==> config.mk <==
export PLATFORM = sky130hd
export DESIGN_NAME = source_code_tokenizer_core
export DESIGN_NICKNAME = d
export VERILOG_FILES = /design/src/rtl/core/sct_pkg.sv /design/src/rtl/core/sct_scan.sv /design/src/rtl/core/source_code_tokenizer_core.sv
export SDC_FILE = /design/constraint.sdc
export NUM_CORES = 2
export LEC_CHECK = 0
export BUFFER_PORTS_ARGS = -buffer_cell sky130_fd_sc_hd__buf_2
export CORE_ASPECT_RATIO = 1.75
export CORE_UTILIZATION = 43
export CTS_CLUSTER_SIZE = 12
export DETAILED_ROUTE_END_ITERATION = 12
export SLEW_MARGIN = 25
export SYNTH_ARGS = -nofsm -noshare
export SYNTH_HDL_FRONTEND = slang
export SYNTH_SLANG_ARGS = --single-unit
==> constraint.sdc <==
create_clock -name clk -period 5.16 [get_ports clk]
set_input_delay 1.032 -clock clk [delete_from_list [all_inputs] [get_ports clk]]
set_output_delay 1.032 -clock clk [all_outputs]
set_load 0.005 [all_outputs]
==> src/rtl/core/sct_pkg.sv <==
`timescale 1ns / 1ps
// ----------------------------------------------------------------------------
// sct_pkg
// Token kinds, scanner modes, result record and keyword tables.
// ----------------------------------------------------------------------------
package sct_pkg;

    localparam int OUT_POS_W = 20;

    localparam logic [6:0] K_ID          = 7'd41;
    localparam logic [6:0] K_INT         = 7'd42;
    localparam logic [6:0] K_FLOAT       = 7'd43;
    localparam logic [6:0] K_COLON_COLON = 7'd44;
    localparam logic [6:0] K_COLON_EQ    = 7'd45;
    localparam logic [6:0] K_COLON       = 7'd46;
    localparam logic [6:0] K_DDOT_EQ     = 7'd47;
    localparam logic [6:0] K_DDOT        = 7'd48;
    localparam logic [6:0] K_DOT         = 7'd49;
    localparam logic [6:0] K_LPAREN      = 7'd50;
    localparam logic [6:0] K_RPAREN      = 7'd51;
    localparam logic [6:0] K_LBRACE      = 7'd52;
    localparam logic [6:0] K_RBRACE      = 7'd53;
    localparam logic [6:0] K_LBRACKET    = 7'd54;
    localparam logic [6:0] K_RBRACKET    = 7'd55;
    localparam logic [6:0] K_COMMA       = 7'd56;
    localparam logic [6:0] K_SEMI        = 7'd57;
    localparam logic [6:0] K_FAT_ARROW   = 7'd58;
    localparam logic [6:0] K_EQ_EQ       = 7'd59;
    localparam logic [6:0] K_EQ          = 7'd60;
    localparam logic [6:0] K_BANG_EQ     = 7'd61;
    localparam logic [6:0] K_BANG        = 7'd62;
    localparam logic [6:0] K_LESS_EQ     = 7'd63;
    localparam logic [6:0] K_LESS        = 7'd64;
    localparam logic [6:0] K_GREATER_EQ  = 7'd65;
    localparam logic [6:0] K_GREATER     = 7'd66;
    localparam logic [6:0] K_AND_AND     = 7'd67;
    localparam logic [6:0] K_AND         = 7'd68;
    localparam logic [6:0] K_OR_OR       = 7'd69;
    localparam logic [6:0] K_OR          = 7'd70;
    localparam logic [6:0] K_PLUS_EQ     = 7'd71;
    localparam logic [6:0] K_PLUS        = 7'd72;
    localparam logic [6:0] K_ARROW       = 7'd73;
    localparam logic [6:0] K_MINUS_EQ    = 7'd74;
    localparam logic [6:0] K_MINUS       = 7'd75;
    localparam logic [6:0] K_STAR_EQ     = 7'd76;
    localparam logic [6:0] K_STAR        = 7'd77;
    localparam logic [6:0] K_SLASH_EQ    = 7'd78;
    localparam logic [6:0] K_SLASH       = 7'd79;
    localparam logic [6:0] K_PERCENT     = 7'd80;
    localparam logic [6:0] K_NEWLINE     = 7'd81;
    localparam logic [6:0] K_END         = 7'd82;
    localparam logic [6:0] K_ERROR       = 7'd83;
    localparam logic [6:0] K_UNSUPPORTED = 7'd84;
    localparam logic [6:0] K_NONE        = 7'd0;

    typedef enum logic [3:0] {
        MODE_IDLE,
        MODE_IDENT,
        MODE_INT,
        MODE_DOT,
        MODE_FRAC,
        MODE_EXP_SIGN,
        MODE_EXP,
        MODE_OP,
        MODE_DOTDOT,
        MODE_COMMENT
    } scan_mode_t;

    typedef struct packed {
        logic [6:0]           kind;
        logic [OUT_POS_W-1:0] offset;
        logic [OUT_POS_W-1:0] length;
        logic [OUT_POS_W-1:0] line;
        logic [OUT_POS_W-1:0] column;
        logic [63:0]          value;
        logic                 last;
    } result_t;

    localparam int NUM_KW  = 41;
    localparam int NUM_RSV = 7;

    localparam logic [63:0] KW_TEXT [NUM_KW] = '{
        64'("module"), 64'("pub"), 64'("fn"), 64'("var"), 64'("if"), 64'("else"),
        64'("loop"), 64'("for"), 64'("break"), 64'("continue"), 64'("true"),
        64'("false"), 64'("type"), 64'("struct"), 64'("mut"), 64'("immut"),
        64'("enum"), 64'("pact"), 64'("match"), 64'("return"), 64'("while"),
        64'("defer"), 64'("bool"), 64'("i8"), 64'("i16"), 64'("i32"), 64'("i64"),
        64'("i128"), 64'("u8"), 64'("u16"), 64'("u32"), 64'("u64"), 64'("u128"),
        64'("isize"), 64'("usize"), 64'("f32"), 64'("f64"), 64'("char"),
        64'("str"), 64'("unit"), 64'("never")
    };

    localparam logic [3:0] KW_LEN [NUM_KW] = '{
        4'd6, 4'd3, 4'd2, 4'd3, 4'd2, 4'd4, 4'd4, 4'd3, 4'd5, 4'd8, 4'd4,
        4'd5, 4'd4, 4'd6, 4'd3, 4'd5, 4'd4, 4'd4, 4'd5, 4'd6, 4'd5,
        4'd5, 4'd4, 4'd2, 4'd3, 4'd3, 4'd3, 4'd4, 4'd2, 4'd3, 4'd3, 4'd3,
        4'd4, 4'd5, 4'd5, 4'd3, 4'd3, 4'd4, 4'd3, 4'd4, 4'd5
    };

    localparam logic [63:0] RSV_TEXT [NUM_RSV] = '{
        64'("async"), 64'("await"), 64'("comptime"), 64'("macro"), 64'("spawn"),
        64'("use"), 64'("where")
    };

    localparam logic [3:0] RSV_LEN [NUM_RSV] = '{
        4'd5, 4'd5, 4'd8, 4'd5, 4'd5, 4'd3, 4'd5
    };

    function automatic logic [6:0] word_kind(input logic [63:0] word, input logic [3:0] len);
        logic [6:0] k;
        logic       hit;
        k   = K_ID;
        hit = 1'b0;
        for (int i = NUM_RSV - 1; i >= 0; i--) begin
            if (len == RSV_LEN[i] && word == RSV_TEXT[i]) begin
                k = K_ERROR;
            end
        end
        for (int i = NUM_KW - 1; i >= 0; i--) begin
            if (len == KW_LEN[i] && word == KW_TEXT[i]) begin
                k   = 7'(i);
                hit = 1'b1;
            end
        end
        return hit ? k : k;
    endfunction

    function automatic logic [6:0] single_kind(input logic [7:0] h);
        logic [6:0] k;
        case (h)
            "=":     k = K_EQ;
            "!":     k = K_BANG;
            "<":     k = K_LESS;
            ">":     k = K_GREATER;
            "&":     k = K_AND;
            "|":     k = K_OR;
            "+":     k = K_PLUS;
            "-":     k = K_MINUS;
            "*":     k = K_STAR;
            "/":     k = K_SLASH;
            ":":     k = K_COLON;
            default: k = K_DOT;
        endcase
        return k;
    endfunction

    function automatic logic [6:0] pair_kind(input logic [7:0] h, input logic [7:0] c);
        logic [6:0] k;
        k = K_NONE;
        if (h == "=" && c == ">") begin
            k = K_FAT_ARROW;
        end else if (h == "-" && c == ">") begin
            k = K_ARROW;
        end else if (h == ":" && c == ":") begin
            k = K_COLON_COLON;
        end else if (h == "&" && c == "&") begin
            k = K_AND_AND;
        end else if (h == "|" && c == "|") begin
            k = K_OR_OR;
        end else if (c == "=") begin
            case (h)
                "=":     k = K_EQ_EQ;
                "!":     k = K_BANG_EQ;
                "<":     k = K_LESS_EQ;
                ">":     k = K_GREATER_EQ;
                "+":     k = K_PLUS_EQ;
                "-":     k = K_MINUS_EQ;
                "*":     k = K_STAR_EQ;
                "/":     k = K_SLASH_EQ;
                ":":     k = K_COLON_EQ;
                default: k = K_NONE;
            endcase
        end
        return k;
    endfunction

endpackage

==> src/rtl/core/sct_scan.sv <==
`timescale 1ns / 1ps
// ----------------------------------------------------------------------------
// sct_scan
// Scanner state and per-byte next-state logic; yields up to two results.
// ----------------------------------------------------------------------------
module sct_scan #(
    parameter int POSITION_BITS = 20
) (
    input  logic              clk,
    input  logic              rst_n,
    input  logic              take,
    input  logic [7:0]        ch,
    output logic [1:0]        emit_cnt,
    output sct_pkg::result_t  emit0,
    output sct_pkg::result_t  emit1
);
    import sct_pkg::*;

    localparam int PB = POSITION_BITS;

    scan_mode_t       mode_reg, mode_next;
    logic [63:0]      word_reg, word_next;
    logic [3:0]       wlen_reg, wlen_next;
    logic [63:0]      acc_reg, acc_next;
    logic             sat_reg, sat_next;
    logic             flt_reg, flt_next;
    logic [7:0]       held_reg, held_next;
    logic [PB-1:0]    off_reg, off_next;
    logic [PB-1:0]    line_reg, line_next;
    logic [PB-1:0]    col_reg, col_next;
    logic [PB-1:0]    toff_reg, toff_next;
    logic [PB-1:0]    tline_reg, tline_next;
    logic [PB-1:0]    tcol_reg, tcol_next;
    logic [PB-1:0]    doff_reg, doff_next;
    logic [PB-1:0]    dline_reg, dline_next;
    logic [PB-1:0]    dcol_reg, dcol_next;
    logic [PB-1:0]    lex_reg, lex_next;
    logic             pdot_reg, pdot_next;
    logic             fin_reg, fin_next;

    function automatic logic [PB-1:0] sinc(input logic [PB-1:0] v);
        return (v == '1) ? v : v + 1'b1;
    endfunction

    function automatic logic [OUT_POS_W-1:0] to_out(input logic [PB-1:0] v);
        logic [31:0] w;
        w = 32'(v);
        return w[OUT_POS_W-1:0];
    endfunction

    logic          em_a, em_b, restart, is_dig, is_alp;
    logic [6:0]    ka, kb, pk;
    logic [PB-1:0] la, lb, lexf;
    logic [63:0]   va;
    logic [67:0]   prod;
    result_t       ra, rb;

    always_comb
    begin
        mode_next  = mode_reg;
        word_next  = word_reg;
        wlen_next  = wlen_reg;
        acc_next   = acc_reg;
        sat_next   = sat_reg;
        flt_next   = flt_reg;
        held_next  = held_reg;
        off_next   = off_reg;
        line_next  = line_reg;
        col_next   = col_reg;
        toff_next  = toff_reg;
        tline_next = tline_reg;
        tcol_next  = tcol_reg;
        doff_next  = doff_reg;
        dline_next = dline_reg;
        dcol_next  = dcol_reg;
        lex_next   = lex_reg;
        pdot_next  = pdot_reg;
        fin_next   = fin_reg;
        em_a       = 1'b0;
        em_b       = 1'b0;
        restart    = 1'b0;
        ka         = K_NONE;
        kb         = K_NONE;
        la         = '0;
        lb         = '0;
        va         = '0;
        pk         = K_NONE;
        lexf       = sinc(lex_reg);
        is_dig     = ch inside {["0":"9"]};
        is_alp     = ch inside {["a":"z"], ["A":"Z"], "_"};
        prod       = {1'b0, acc_reg, 3'b000} + {3'b000, acc_reg, 1'b0}
                     + {60'd0, ch - 8'h30};

        if (take && !fin_reg)
        begin
            case (mode_reg)
                MODE_IDENT:
                begin
                    if (is_alp || is_dig)
                    begin
                        if (wlen_reg < 4'd8)
                        begin
                            word_next = {word_reg[55:0], ch};
                        end
                        if (wlen_reg < 4'd9)
                        begin
                            wlen_next = wlen_reg + 4'd1;
                        end
                        lex_next = lexf;
                    end
                    else
                    begin
                        em_a    = 1'b1;
                        ka      = word_kind(word_reg, wlen_reg);
                        la      = lex_reg;
                        restart = 1'b1;
                    end
                end
                MODE_INT:
                begin
                    if (is_dig)
                    begin
                        if (!sat_reg)
                        begin
                            if (prod[67:64] != 4'd0)
                            begin
                                sat_next = 1'b1;
                                acc_next = '1;
                            end
                            else
                            begin
                                acc_next = prod[63:0];
                            end
                        end
                        lex_next = lexf;
                    end
                    else if (ch == "_")
                    begin
                        lex_next = lexf;
                    end
                    else if (ch == "." && !pdot_reg)
                    begin
                        doff_next  = off_reg;
                        dline_next = line_reg;
                        dcol_next  = col_reg;
                        mode_next  = MODE_DOT;
                    end
                    else if (ch == "e" || ch == "E")
                    begin
                        flt_next  = 1'b1;
                        lex_next  = lexf;
                        mode_next = MODE_EXP_SIGN;
                    end
                    else
                    begin
                        em_a    = 1'b1;
                        ka      = flt_reg ? K_FLOAT : K_INT;
                        va      = flt_reg ? 64'd0 : acc_reg;
                        la      = lex_reg;
                        restart = 1'b1;
                    end
                end
                MODE_DOT:
                begin
                    if (ch == ".")
                    begin
                        em_a       = 1'b1;
                        ka         = flt_reg ? K_FLOAT : K_INT;
                        va         = flt_reg ? 64'd0 : acc_reg;
                        la         = lex_reg;
                        toff_next  = doff_reg;
                        tline_next = dline_reg;
                        tcol_next  = dcol_reg;
                        mode_next  = MODE_DOTDOT;
                    end
                    else
                    begin
                        flt_next  = 1'b1;
                        mode_next = MODE_FRAC;
                        lex_next  = lexf;
                        if (is_dig || ch == "_")
                        begin
                            lex_next = sinc(lexf);
                        end
                        else if (ch == "e" || ch == "E")
                        begin
                            lex_next  = sinc(lexf);
                            mode_next = MODE_EXP_SIGN;
                        end
                        else
                        begin
                            em_a    = 1'b1;
                            ka      = K_FLOAT;
                            la      = lexf;
                            restart = 1'b1;
                        end
                    end
                end
                MODE_FRAC:
                begin
                    if (is_dig || ch == "_")
                    begin
                        lex_next = lexf;
                    end
                    else if (ch == "e" || ch == "E")
                    begin
                        lex_next  = lexf;
                        mode_next = MODE_EXP_SIGN;
                    end
                    else
                    begin
                        em_a    = 1'b1;
                        ka      = flt_reg ? K_FLOAT : K_INT;
                        va      = flt_reg ? 64'd0 : acc_reg;
                        la      = lex_reg;
                        restart = 1'b1;
                    end
                end
                MODE_EXP_SIGN:
                begin
                    if (ch == "+" || ch == "-" || is_dig)
                    begin
                        lex_next  = lexf;
                        mode_next = MODE_EXP;
                    end
                    else
                    begin
                        em_a    = 1'b1;
                        ka      = flt_reg ? K_FLOAT : K_INT;
                        va      = flt_reg ? 64'd0 : acc_reg;
                        la      = lex_reg;
                        restart = 1'b1;
                    end
                end
                MODE_EXP:
                begin
                    if (is_dig)
                    begin
                        lex_next = lexf;
                    end
                    else
                    begin
                        em_a    = 1'b1;
                        ka      = flt_reg ? K_FLOAT : K_INT;
                        va      = flt_reg ? 64'd0 : acc_reg;
                        la      = lex_reg;
                        restart = 1'b1;
                    end
                end
                MODE_OP:
                begin
                    pk = pair_kind(held_reg, ch);
                    if (held_reg == "/" && ch == "/")
                    begin
                        mode_next = MODE_COMMENT;
                    end
                    else if (held_reg == "." && ch == ".")
                    begin
                        mode_next = MODE_DOTDOT;
                    end
                    else if (pk != K_NONE)
                    begin
                        em_a      = 1'b1;
                        ka        = pk;
                        la        = PB'(2);
                        mode_next = MODE_IDLE;
                    end
                    else
                    begin
                        em_a    = 1'b1;
                        ka      = single_kind(held_reg);
                        la      = PB'(1);
                        restart = 1'b1;
                    end
                end
                MODE_DOTDOT:
                begin
                    if (ch == "=")
                    begin
                        em_a      = 1'b1;
                        ka        = K_DDOT_EQ;
                        la        = PB'(3);
                        mode_next = MODE_IDLE;
                    end
                    else
                    begin
                        em_a    = 1'b1;
                        ka      = K_DDOT;
                        la      = PB'(2);
                        restart = 1'b1;
                    end
                end
                MODE_COMMENT:
                begin
                    if (ch == 8'h0a || ch == 8'h00)
                    begin
                        restart = 1'b1;
                    end
                end
                default:
                begin
                    restart = 1'b1;
                end
            endcase

            if (em_a)
            begin
                pdot_next = (ka == K_DOT);
            end

            if (restart)
            begin
                mode_next = MODE_IDLE;
                if (!(ch == 8'h20 || ch == 8'h09 || ch == 8'h0d))
                begin
                    toff_next  = off_reg;
                    tline_next = line_reg;
                    tcol_next  = col_reg;
                    lb         = PB'(1);
                    if (ch == 8'h0a)
                    begin
                        em_b = 1'b1;
                        kb   = K_NEWLINE;
                    end
                    else if (ch == 8'h00)
                    begin
                        em_b     = 1'b1;
                        kb       = K_END;
                        lb       = '0;
                        fin_next = 1'b1;
                    end
                    else if (is_dig)
                    begin
                        mode_next = MODE_INT;
                        lex_next  = PB'(1);
                        acc_next  = {60'd0, 4'(ch - 8'h30)};
                        sat_next  = 1'b0;
                        flt_next  = 1'b0;
                    end
                    else if (is_alp)
                    begin
                        mode_next = MODE_IDENT;
                        word_next = {56'd0, ch};
                        wlen_next = 4'd1;
                        lex_next  = PB'(1);
                    end
                    else
                    begin
                        case (ch)
                            8'h22, 8'h27: begin em_b = 1'b1; kb = K_UNSUPPORTED; end
                            "(": begin em_b = 1'b1; kb = K_LPAREN; end
                            ")": begin em_b = 1'b1; kb = K_RPAREN; end
                            "{": begin em_b = 1'b1; kb = K_LBRACE; end
                            "}": begin em_b = 1'b1; kb = K_RBRACE; end
                            "[": begin em_b = 1'b1; kb = K_LBRACKET; end
                            "]": begin em_b = 1'b1; kb = K_RBRACKET; end
                            ",": begin em_b = 1'b1; kb = K_COMMA; end
                            ";": begin em_b = 1'b1; kb = K_SEMI; end
                            "%": begin em_b = 1'b1; kb = K_PERCENT; end
                            "=", "!", "<", ">", "&", "|", "+", "-", "*", "/", ":", ".":
                            begin
                                mode_next = MODE_OP;
                                held_next = ch;
                            end
                            default: begin em_b = 1'b1; kb = K_ERROR; end
                        endcase
                    end
                    if (em_b)
                    begin
                        pdot_next = 1'b0;
                    end
                end
            end

            if (ch == 8'h0a)
            begin
                line_next = sinc(line_reg);
                col_next  = PB'(1);
            end
            else
            begin
                col_next = sinc(col_reg);
            end
            off_next = sinc(off_reg);
        end
    end

    always_comb
    begin
        ra.kind   = ka;
        ra.offset = to_out(toff_reg);
        ra.length = to_out(la);
        ra.line   = to_out(tline_reg);
        ra.column = to_out(tcol_reg);
        ra.value  = va;
        ra.last   = !em_b;
        rb.kind   = kb;
        rb.offset = to_out(off_reg);
        rb.length = to_out(lb);
        rb.line   = to_out(line_reg);
        rb.column = to_out(col_reg);
        rb.value  = '0;
        rb.last   = 1'b1;
        emit0     = em_a ? ra : rb;
        emit1     = rb;
        emit_cnt  = 2'(em_a) + 2'(em_b);
    end

    always_ff @(posedge clk or negedge rst_n)
    begin
        if (!rst_n)
        begin
            mode_reg  <= MODE_IDLE;
            word_reg  <= '0;
            wlen_reg  <= '0;
            acc_reg   <= '0;
            sat_reg   <= 1'b0;
            flt_reg   <= 1'b0;
            held_reg  <= '0;
            off_reg   <= '0;
            line_reg  <= PB'(1);
            col_reg   <= PB'(1);
            toff_reg  <= '0;
            tline_reg <= '0;
            tcol_reg  <= '0;
            doff_reg  <= '0;
            dline_reg <= '0;
            dcol_reg  <= '0;
            lex_reg   <= '0;
            pdot_reg  <= 1'b0;
            fin_reg   <= 1'b0;
        end
        else
        begin
            mode_reg  <= mode_next;
            word_reg  <= word_next;
            wlen_reg  <= wlen_next;
            acc_reg   <= acc_next;
            sat_reg   <= sat_next;
            flt_reg   <= flt_next;
            held_reg  <= held_next;
            off_reg   <= off_next;
            line_reg  <= line_next;
            col_reg   <= col_next;
            toff_reg  <= toff_next;
            tline_reg <= tline_next;
            tcol_reg  <= tcol_next;
            doff_reg  <= doff_next;
            dline_reg <= dline_next;
            dcol_reg  <= dcol_next;
            lex_reg   <= lex_next;
            pdot_reg  <= pdot_next;
            fin_reg   <= fin_next;
        end
    end

endmodule

==> src/rtl/core/source_code_tokenizer_core.sv <==
`timescale 1ns / 1ps
// ----------------------------------------------------------------------------
// source_code_tokenizer_core
// Streaming lexical scanner: source bytes in, tokens out.
// ----------------------------------------------------------------------------
// Source channel: src_valid/src_ready with one byte ch per transfer; byte 0
// ends the source and every later byte is taken and dropped until reset.
// Token channel: tok_valid/tok_ready with kind, start offset, length, line,
// column, integer value and last (high on the final token of a source byte).
// A byte is scanned in the cycle it is taken; its tokens enter a four-entry
// result queue, and the first appears on the token channel in the next cycle
// if the queue was empty. One byte per cycle is taken while the queue has
// room for two tokens; two tokens of one byte pop one at a time, so the queue
// port sets the sustained rate at one token per cycle if tok_ready is high.
// Reset clears the scanner to idle at line 1, column 1 and empties the
// queue. When the receiver stalls, the queue fills and src_ready drops.
// ----------------------------------------------------------------------------
module source_code_tokenizer_core #(
    parameter int POSITION_BITS = 20
) (
    input  logic                          clk,
    input  logic                          rst_n,
    input  logic                          src_valid,
    output logic                          src_ready,
    input  logic [7:0]                    ch,
    output logic                          tok_valid,
    input  logic                          tok_ready,
    output logic [6:0]                    token_kind,
    output logic [sct_pkg::OUT_POS_W-1:0] start_offset,
    output logic [sct_pkg::OUT_POS_W-1:0] token_length,
    output logic [sct_pkg::OUT_POS_W-1:0] line,
    output logic [sct_pkg::OUT_POS_W-1:0] column,
    output logic [63:0]                   int_value,
    output logic                          last
);
    import sct_pkg::*;

    logic       take, pop;
    logic [1:0] emit_cnt;
    result_t    emit0, emit1, head;
    result_t    queue_reg [4];
    logic [1:0] wr_reg, wr_next, rd_reg, rd_next;
    logic [2:0] cnt_reg, cnt_next;

    sct_scan #(
        .POSITION_BITS(POSITION_BITS)
    ) u_scan (
        .clk      (clk),
        .rst_n    (rst_n),
        .take     (take),
        .ch       (ch),
        .emit_cnt (emit_cnt),
        .emit0    (emit0),
        .emit1    (emit1)
    );

    assign src_ready = (cnt_reg < 3'd3);
    assign take      = src_valid && src_ready;
    assign tok_valid = (cnt_reg != 3'd0);
    assign pop       = tok_valid && tok_ready;
    assign head      = queue_reg[rd_reg];

    assign token_kind   = head.kind;
    assign start_offset = head.offset;
    assign token_length = head.length;
    assign line         = head.line;
    assign column       = head.column;
    assign int_value    = head.value;
    assign last         = head.last;

    always_comb
    begin
        wr_next  = wr_reg + emit_cnt;
        rd_next  = rd_reg + 2'(pop);
        cnt_next = cnt_reg + 3'(emit_cnt) - 3'(pop);
    end

    always_ff @(posedge clk)
    begin
        if (emit_cnt != 2'd0)
        begin
            queue_reg[wr_reg] <= emit0;
        end
        if (emit_cnt == 2'd2)
        begin
            queue_reg[wr_reg + 2'd1] <= emit1;
        end
    end

    always_ff @(posedge clk or negedge rst_n)
    begin
        if (!rst_n)
        begin
            wr_reg  <= '0;
            rd_reg  <= '0;
            cnt_reg <= '0;
        end
        else
        begin
            wr_reg  <= wr_next;
            rd_reg  <= rd_next;
            cnt_reg <= cnt_next;
        end
    end

endmodule
## Yosys cells after proc, flatten, opt, wreduce, memory -nomap -nowiden

Memories as Yosys holds them, arrays and structs flattened.
Cells that the tools add are included.

- Register bits after elaboration: 355
- Bits in latches: 0
- Memory bits (writable): 608
- ROM bits: 0
- Input port bits: 12
- Output and inout port bits: 154
- Memories: 1

Memory list:

| name | words | width | rd ports | clocked after Yosys merged registers in | wr ports | RTL line | RTL |
|---|---|---|---|---|---|---|---|
| queue_reg | 4 | 152 | 1 | 0 | 2 | source_code_tokenizer_core.sv:41 | `result_t queue_reg [4];` |

- Add/sub/neg operators: 15
- Multipliers: 0
- Divide/modulo/power cells: 0
- Order comparisons: 9
- Equal/unequal tests: 119
- Shifts and indexed selects: 0
- Mux-type cells: 262
- Bitwise operators: 8
- Reductions and logical operators: 89

Operators by type and width:

| cell | count |
|---|---|
| 64-bit 2-to-1 mux | 28 |
| 20-bit 2-to-1 mux | 51 |
| 64-bit by 23-bit == test with 1-bit output (second input constant) | 14 |
| 64-bit by 39-bit == test with 1-bit output (second input constant) | 14 |
| 64-bit by 31-bit == test with 1-bit output (second input constant) | 11 |
| 7-bit 2-to-1 mux | 78 |
| 64-bit one-hot mux with 5 select lines | 1 |
| 64-bit by 15-bit == test with 1-bit output (second input constant) | 4 |
| 8-bit by 6-bit == test with 1-bit output (second input constant) | 30 |
| 64-bit by 47-bit == test with 1-bit output (second input constant) | 3 |
| 20-bit one-hot mux with 8 select lines | 1 |
| 7-bit one-hot mux with 11 select lines | 2 |
| 152-bit 2-to-1 mux | 1 |
| 64-bit by 63-bit == test with 1-bit output (second input constant) | 2 |
| 20-bit one-hot mux with 6 select lines | 1 |
| 4-bit 2-to-1 mux | 27 |
| 20-bit by 1-bit adder with 20-bit output (second input constant) | 5 |
| 20-bit == test (second input constant) | 5 |
| 8-bit by 7-bit == test with 1-bit output (second input constant) | 9 |
| 67-bit by 65-bit adder with 68-bit output | 1 |
| 68-bit by 8-bit adder with 68-bit output | 1 |
| 7-bit one-hot mux with 9 select lines | 1 |
| 1-bit logical AND | 62 |
| 1-bit 2-to-1 mux | 62 |
| other kinds (48) | 88 |

## Logic depth before layout (Yosys ltp)

- Depth after elaboration: 58
- Mapped depth: 22
- Gate-level depth less buffers: 18

## Hierarchy

Synthesis repeated with hierarchy kept, for this count alone.

- Cell total of the unflattened synthesis: 4845
- Area, all modules: 57219.9 um2

Modules (own cells, without submodules):

| module | times used | cells an instance | area each (um2) |
|---|---|---|---|
| source_code_tokenizer_core | 1 | 1514 | 30267.8 |
| sct_scan | 1 | 3331 | 26952.1 |

## Worst setup path after synthesis

No wires, ideal clock.

- Path kind: input to register
- From: in ch[4]
- To: mem queue_reg[0][100] (netlist bit), enable pin
- Arrival time: 5.822 ns
- Required time: 4.738 ns
- Path slack: -1.085 ns
- Stages on the path: 20
- Cell sequence: inv_1 ha_1 or3b_1 clkbuf_1 or2_2 clkbuf_1 nor2_1 a2111oi_2 o211a_1 buf_2 nor2_1 inv_1 buf_2 buf_2 ha_1 or3_1 clkbuf_1 and2_1 clkbuf_1 inv_1

RTL lines:

| item | RTL line | RTL |
|---|---|---|
| start: declaration | source_code_tokenizer_core.sv:25 | `input logic [7:0] ch,` |
| end: declaration | source_code_tokenizer_core.sv:41 |  |

## Final worst setup path

- From: reg u_scan.lex_reg[12]
- To: reg u_scan.lex_reg[5]

- Longest elaborated chain between the ends: 14
- Elaborated cells on any way between the ends: 24

RTL lines:

| item | RTL line | RTL |
|---|---|---|
| start: declaration | sct_scan.sv:37 | `logic [PB-1:0] lex_reg, lex_next;` |
| start signal: assignment | sct_scan.sv:451 | `lex_reg <= lex_next;` |
| 20-bit == test or 20-bit by 1-bit adder with 20-bit output (tied branches) | sct_scan.sv:42 | `return (v == '1) ? v : v + 1'b1;` |
| 20-bit 2-to-1 mux * | sct_scan.sv:42 |  |
| 20-bit by 1-bit adder with 20-bit output or 20-bit == test (tied branches) | sct_scan.sv:42 |  |
| 20-bit 2-to-1 mux | sct_scan.sv:42 |  |
| 20-bit 2-to-1 mux | sct_scan.sv:185 | `else if (ch == "e" \|\| ch == "E")` |
| 20-bit 2-to-1 mux | sct_scan.sv:181 | `if (is_dig \|\| ch == "_")` |
| 20-bit 2-to-1 mux | sct_scan.sv:165 | `if (ch == ".")` |
| 20-bit one-hot mux with 6 select lines * | sct_scan.sv:96 | `case (mode_reg)` |
| 20-bit 2-to-1 mux | sct_scan.sv:340 | `else if (is_alp)` |
| 20-bit 2-to-1 mux | sct_scan.sv:332 | `else if (is_dig)` |
| 20-bit 2-to-1 mux | sct_scan.sv:325 | `else if (ch == 8'h00)` |
| 20-bit 2-to-1 mux | sct_scan.sv:320 | `if (ch == 8'h0a)` |
| 20-bit 2-to-1 mux | sct_scan.sv:314 | `if (!(ch == 8'h20 \|\| ch == 8'h09 \|\| ch == 8'h0d))` |
| 20-bit 2-to-1 mux * | sct_scan.sv:311 | `if (restart)` |

Mark *: on every way between the ends. The rest lies on a longest branch, timed or not.
A chain may end at the register's enable or synchronous reset.

==> run summary <==
=====================================================================================
Number of warnings reported in the yosys synthesis log                              0
Number of sinks handled by clock tree synthesis                                   963
Post-layout worst setup margin                                               0.281 ns
Post-cts gate resize count                                                          0
WL final                                                                   185,000 um
Multi-input logic area                                                    0.0260 mm^2
1st-pass router iterations                                                          6
Count of filler cells inserted in the layout                                   10,877
Max-slew violations                                                                 0
Floorplan die height                                                           460 um
Register cell area after layout                                           0.0238 mm^2
Highest net fanout along the worst path                                            11
Cell area after synthesis                                                 0.0515 mm^2
Worst EP arrival                                                              5.52 ns
Crit path to                                                             u_scan.lex_reg[5]$_DFFE_PN0P_
Post-Place Setup Slack                                                      -0.154 ns
Wire length per cell                                                          27.9 um
Wire length of the first global-routing pass                               277,000 um
RD Place Congestion                                                              1.05
Cell depth of the worst flop-to-flop path                                          10
Worst endpoint required time                                                  5.80 ns
Vias                                                                           42,891
Antenna violations before repair                                                    8
Worst skew pair latency                                                       0.76 ns
Die ar.                                                                    0.121 mm^2
Post-DP HPWL                                                               132,000 um
Startpoint of the lowest-slack register-to-register path                 u_scan.lex_reg[12]$_DFFE_PN0P_
CTS tree                                                                        built
Final critical delay including setup and external delays                      4.88 ns
Vias in the first global route                                                 43,470
Width of the die                                                               264 um
Part of the total power dissipated in the clock network                         24.7%
Slew headroom                                                                   28.5%
Hold_buf cts                                                                        0
Number of flops mapped to enable cells by yosys                                   272
Max reg flops                                                                     608
Worst R2R Setup Slack                                                         0.28 ns
Total of max-cap violations                                                         0
Count of mapped cells out of synthesis                                          4,897
Kind of critical path                                                    flop to flop
Core region area                                                           0.118 mm^2
Post-synthesis async set-or-reset flop share                                    36.9%
Number of I/O port buffers                                                        165
Achievable clock frequency                                                    205 MHz
CTS Buffer Depth                                                                    3
GRT Residual Overflow                                                               0
Starting density of the core                                                    43.4%
Proportion of synthesized chip area in sequential cells                         46.2%
LEAKAGE                                                                     0.0234 uW
Net switching component of the power                                        11,000 uW
Layout overhead on the synthesized area                                         14.3%
Root Buffer Master                                                          clkbuf_16
Total power draw                                                            27,700 uW
Switching part of the total power                                               39.7%
TritonCTS buffer count                                                             96
Int Power                                                                   16,700 uW
Number of nets in the layout                                                    5,213
Post-synthesis average cell area                                            10.5 um^2
Number of setup violations in the final report                                      0
Startpoint of the most critical setup path                               u_scan.lex_reg[12]$_DFFE_PN0P_
Main synth FF type                                                            dfrtp_1
Worst-case vdd ir drop                                                       0.767 mV
Post-CTS setup buffer count                                                         0
Number of primary I/O pins                                                        166
Share of the clock period used by the worst path                                94.6%
Setup clock skew after layout                                               0.0542 ns
Setup repair after global routing missed its margin                             false
Power share of the sequential group                                             37.3%
Remaining DRCs                                                                      0
Count of distinct cell types in the synthesized netlist                           104
Row Count                                                                         167
Path category of the worst min-delay check                               input port to asynchronous set/reset pin
Pwr Density                                                               470 mW/mm^2
CTS H-tree lvls                                                                     3
Outcome                                                                  complete, no violations
Vias per inst                                                                    6.45
Clock-pin slew of the registers on the worst-case setup and hold paths        0.07 ns
Leading cell types in the layout, fill and taps excluded                 a22o_1 (576), nand2_1 (353), dfrtp_1 (351)
Startpoint Class                                                                 flop
Reg-to-reg critical path endpoint                                        u_scan.lex_reg[5]$_DFFE_PN0P_
Proportion of power drawn by combinational gates                                38.0%
Synth Net Count                                                                 5,061
Count of state elements after synthesis                                           963
Number of hold violations in the final report                                       0
Final ANT Viol Nets                                                                 0
Initial DRC count                                                               3,364
Most common cell after layout, fill and taps aside                             a22o_1
Type of destination of the critical path                                         flop
GRT Total Usage                                                                 30.2%
Share of cells above drive strength 1                                           18.1%
Largest net degree at the start of global routing                                 106
Slew @ Worst Pin                                                              1.07 ns
=====================================================================================
[through the flow]
stage	instance area, um^2	util [%]	hold WS, ns	std cells	TNS [ns]
final	58800	49.7	0.262	6648	0
after global routing	58800	49.7	0.310	6647	0
after CTS	58800	49.6	0.281	6646	0
after detailed placement	55800	47.1	0.437	6472	-3.37
after global placement	55800	47.1	0.429	6472	-3.71
after floorplan	51700	-	0.420	4897	-29.84
[Yosys cell counts (16+ instances only)]
library cell | n | area share [%]
and4_1 | 21 | 0.36
buf_4 | 19 | 0.28
buf_1 | 27 | 0.20
and2_1 | 27 | 0.33
o211ai_1 | 22 | 0.32
ha_1 | 145 | 3.5
inv_1 | 84 | 0.61
o21bai_1 | 18 | 0.26
nor2b_1 | 29 | 0.35
nand2b_1 | 39 | 0.47
o21ai_0 | 233 | 2.3
mux2_2 | 70 | 1.5
or3_1 | 28 | 0.34
dfrtp_1 | 353 | 17
buf_2 | 114 | 1.1
a31oi_1 | 42 | 0.51
o31ai_1 | 16 | 0.23
nor4_1 | 79 | 0.96
a21oi_1 | 263 | 2.6
xor2_1 | 43 | 0.73
nand3_1 | 140 | 1.4
and3_1 | 33 | 0.40
mux4_2 | 152 | 6.7
dfxtp_1 | 336 | 13
o22ai_1 | 95 | 1.2
xnor2_1 | 86 | 1.5
nor2_1 | 312 | 2.3
o21ai_1 | 16 | 0.16
nand4_1 | 77 | 0.94
a21o_1 | 24 | 0.35
or4_1 | 20 | 0.29
a22o_1 | 576 | 9.8
edfxtp_1 | 272 | 16
a211oi_1 | 26 | 0.38
nor3_1 | 104 | 1.0
o21a_1 | 31 | 0.45
clkbuf_1 | 254 | 1.9
nand2_1 | 354 | 2.6
a22oi_1 | 37 | 0.54
[power by group through the flow]
stage,clock network [uW],logic (uW),registers [uW]
floorplan,0,6650,9710
global placement,0,10300,10400
detailed placement,0,10300,10400
CTS,6970,10400,10300
global route,7260,11200,10500
finish,6830,10500,10300
[routing by layer]
metal  vias to the layer above  global-route usage [%]  routed length, um
li1                      19150                       -                  -
met1                     21522                    32.1              66300
met2                      1589                    54.8              95700
met3                       620                    5.03              10100
met4                        10                    20.1              13100
met5                         -                       0                 59
[cell type report]
type / instances / share of cell area, %
multi-input cells: 3436 / 44.2
repair buffers: 468 / 6.48
diodes: 2 / 0.00851
clock buffers: 157 / 4.73
clock inverters: 17 / 0.355
inverters: 84 / 0.566
flip-flops and latches: 963 / 40.4
well taps: 1521 / 3.23
[cell families (layout without fill, tap and decap cells)]
logic type,count (synthesis),after routing,share of synthesized area (%)
flops,963,963,46.2
buf+inv,498,726,4.05
fa+ha+maj,153,153,3.82
xor+xnor,129,129,2.20
other cells,0,2,0
mux,238,238,8.50
simple gates,1377,1377,13.7
compound gates,1539,1539,21.6
[worst max-delay path, stage by stage, from the launching register on]
cell and delay [ns]:
dfrtp_1 0.61, nand4_1 0.40, or3_1 0.64, o21ai_0 0.52, a41oi_1 0.32, a2111oi_4 0.72
and4_1 0.88, nor4_1 0.14, xor2_1 0.20, a222oi_1 0.29, nor2_1 0.07
[worst min path at each step]
stage | endpoint | from | slack [ns] | cells past startpoint
finish | u_scan.toff_reg[3]$_DFFE_PN0P_ | rst_n | 0.26 | 1
global route | u_scan.toff_reg[3]$_DFFE_PN0P_ | rst_n | 0.31 | 1
CTS | u_scan.toff_reg[9]$_DFFE_PN0P_ | rst_n | 0.28 | 1
floorplan | queue_reg[1][107]$_SDFFE_PP0P_ | queue_reg[1][107]$_SDFFE_PP0P_ | 0.42 | 2
global placement | queue_reg[1][116]$_SDFFE_PP0P_ | queue_reg[1][116]$_SDFFE_PP0P_ | 0.43 | 2
detailed placement | queue_reg[1][107]$_SDFFE_PP0P_ | queue_reg[1][107]$_SDFFE_PP0P_ | 0.44 | 2
Note: power is estimated with default switching activity, not from simulation.
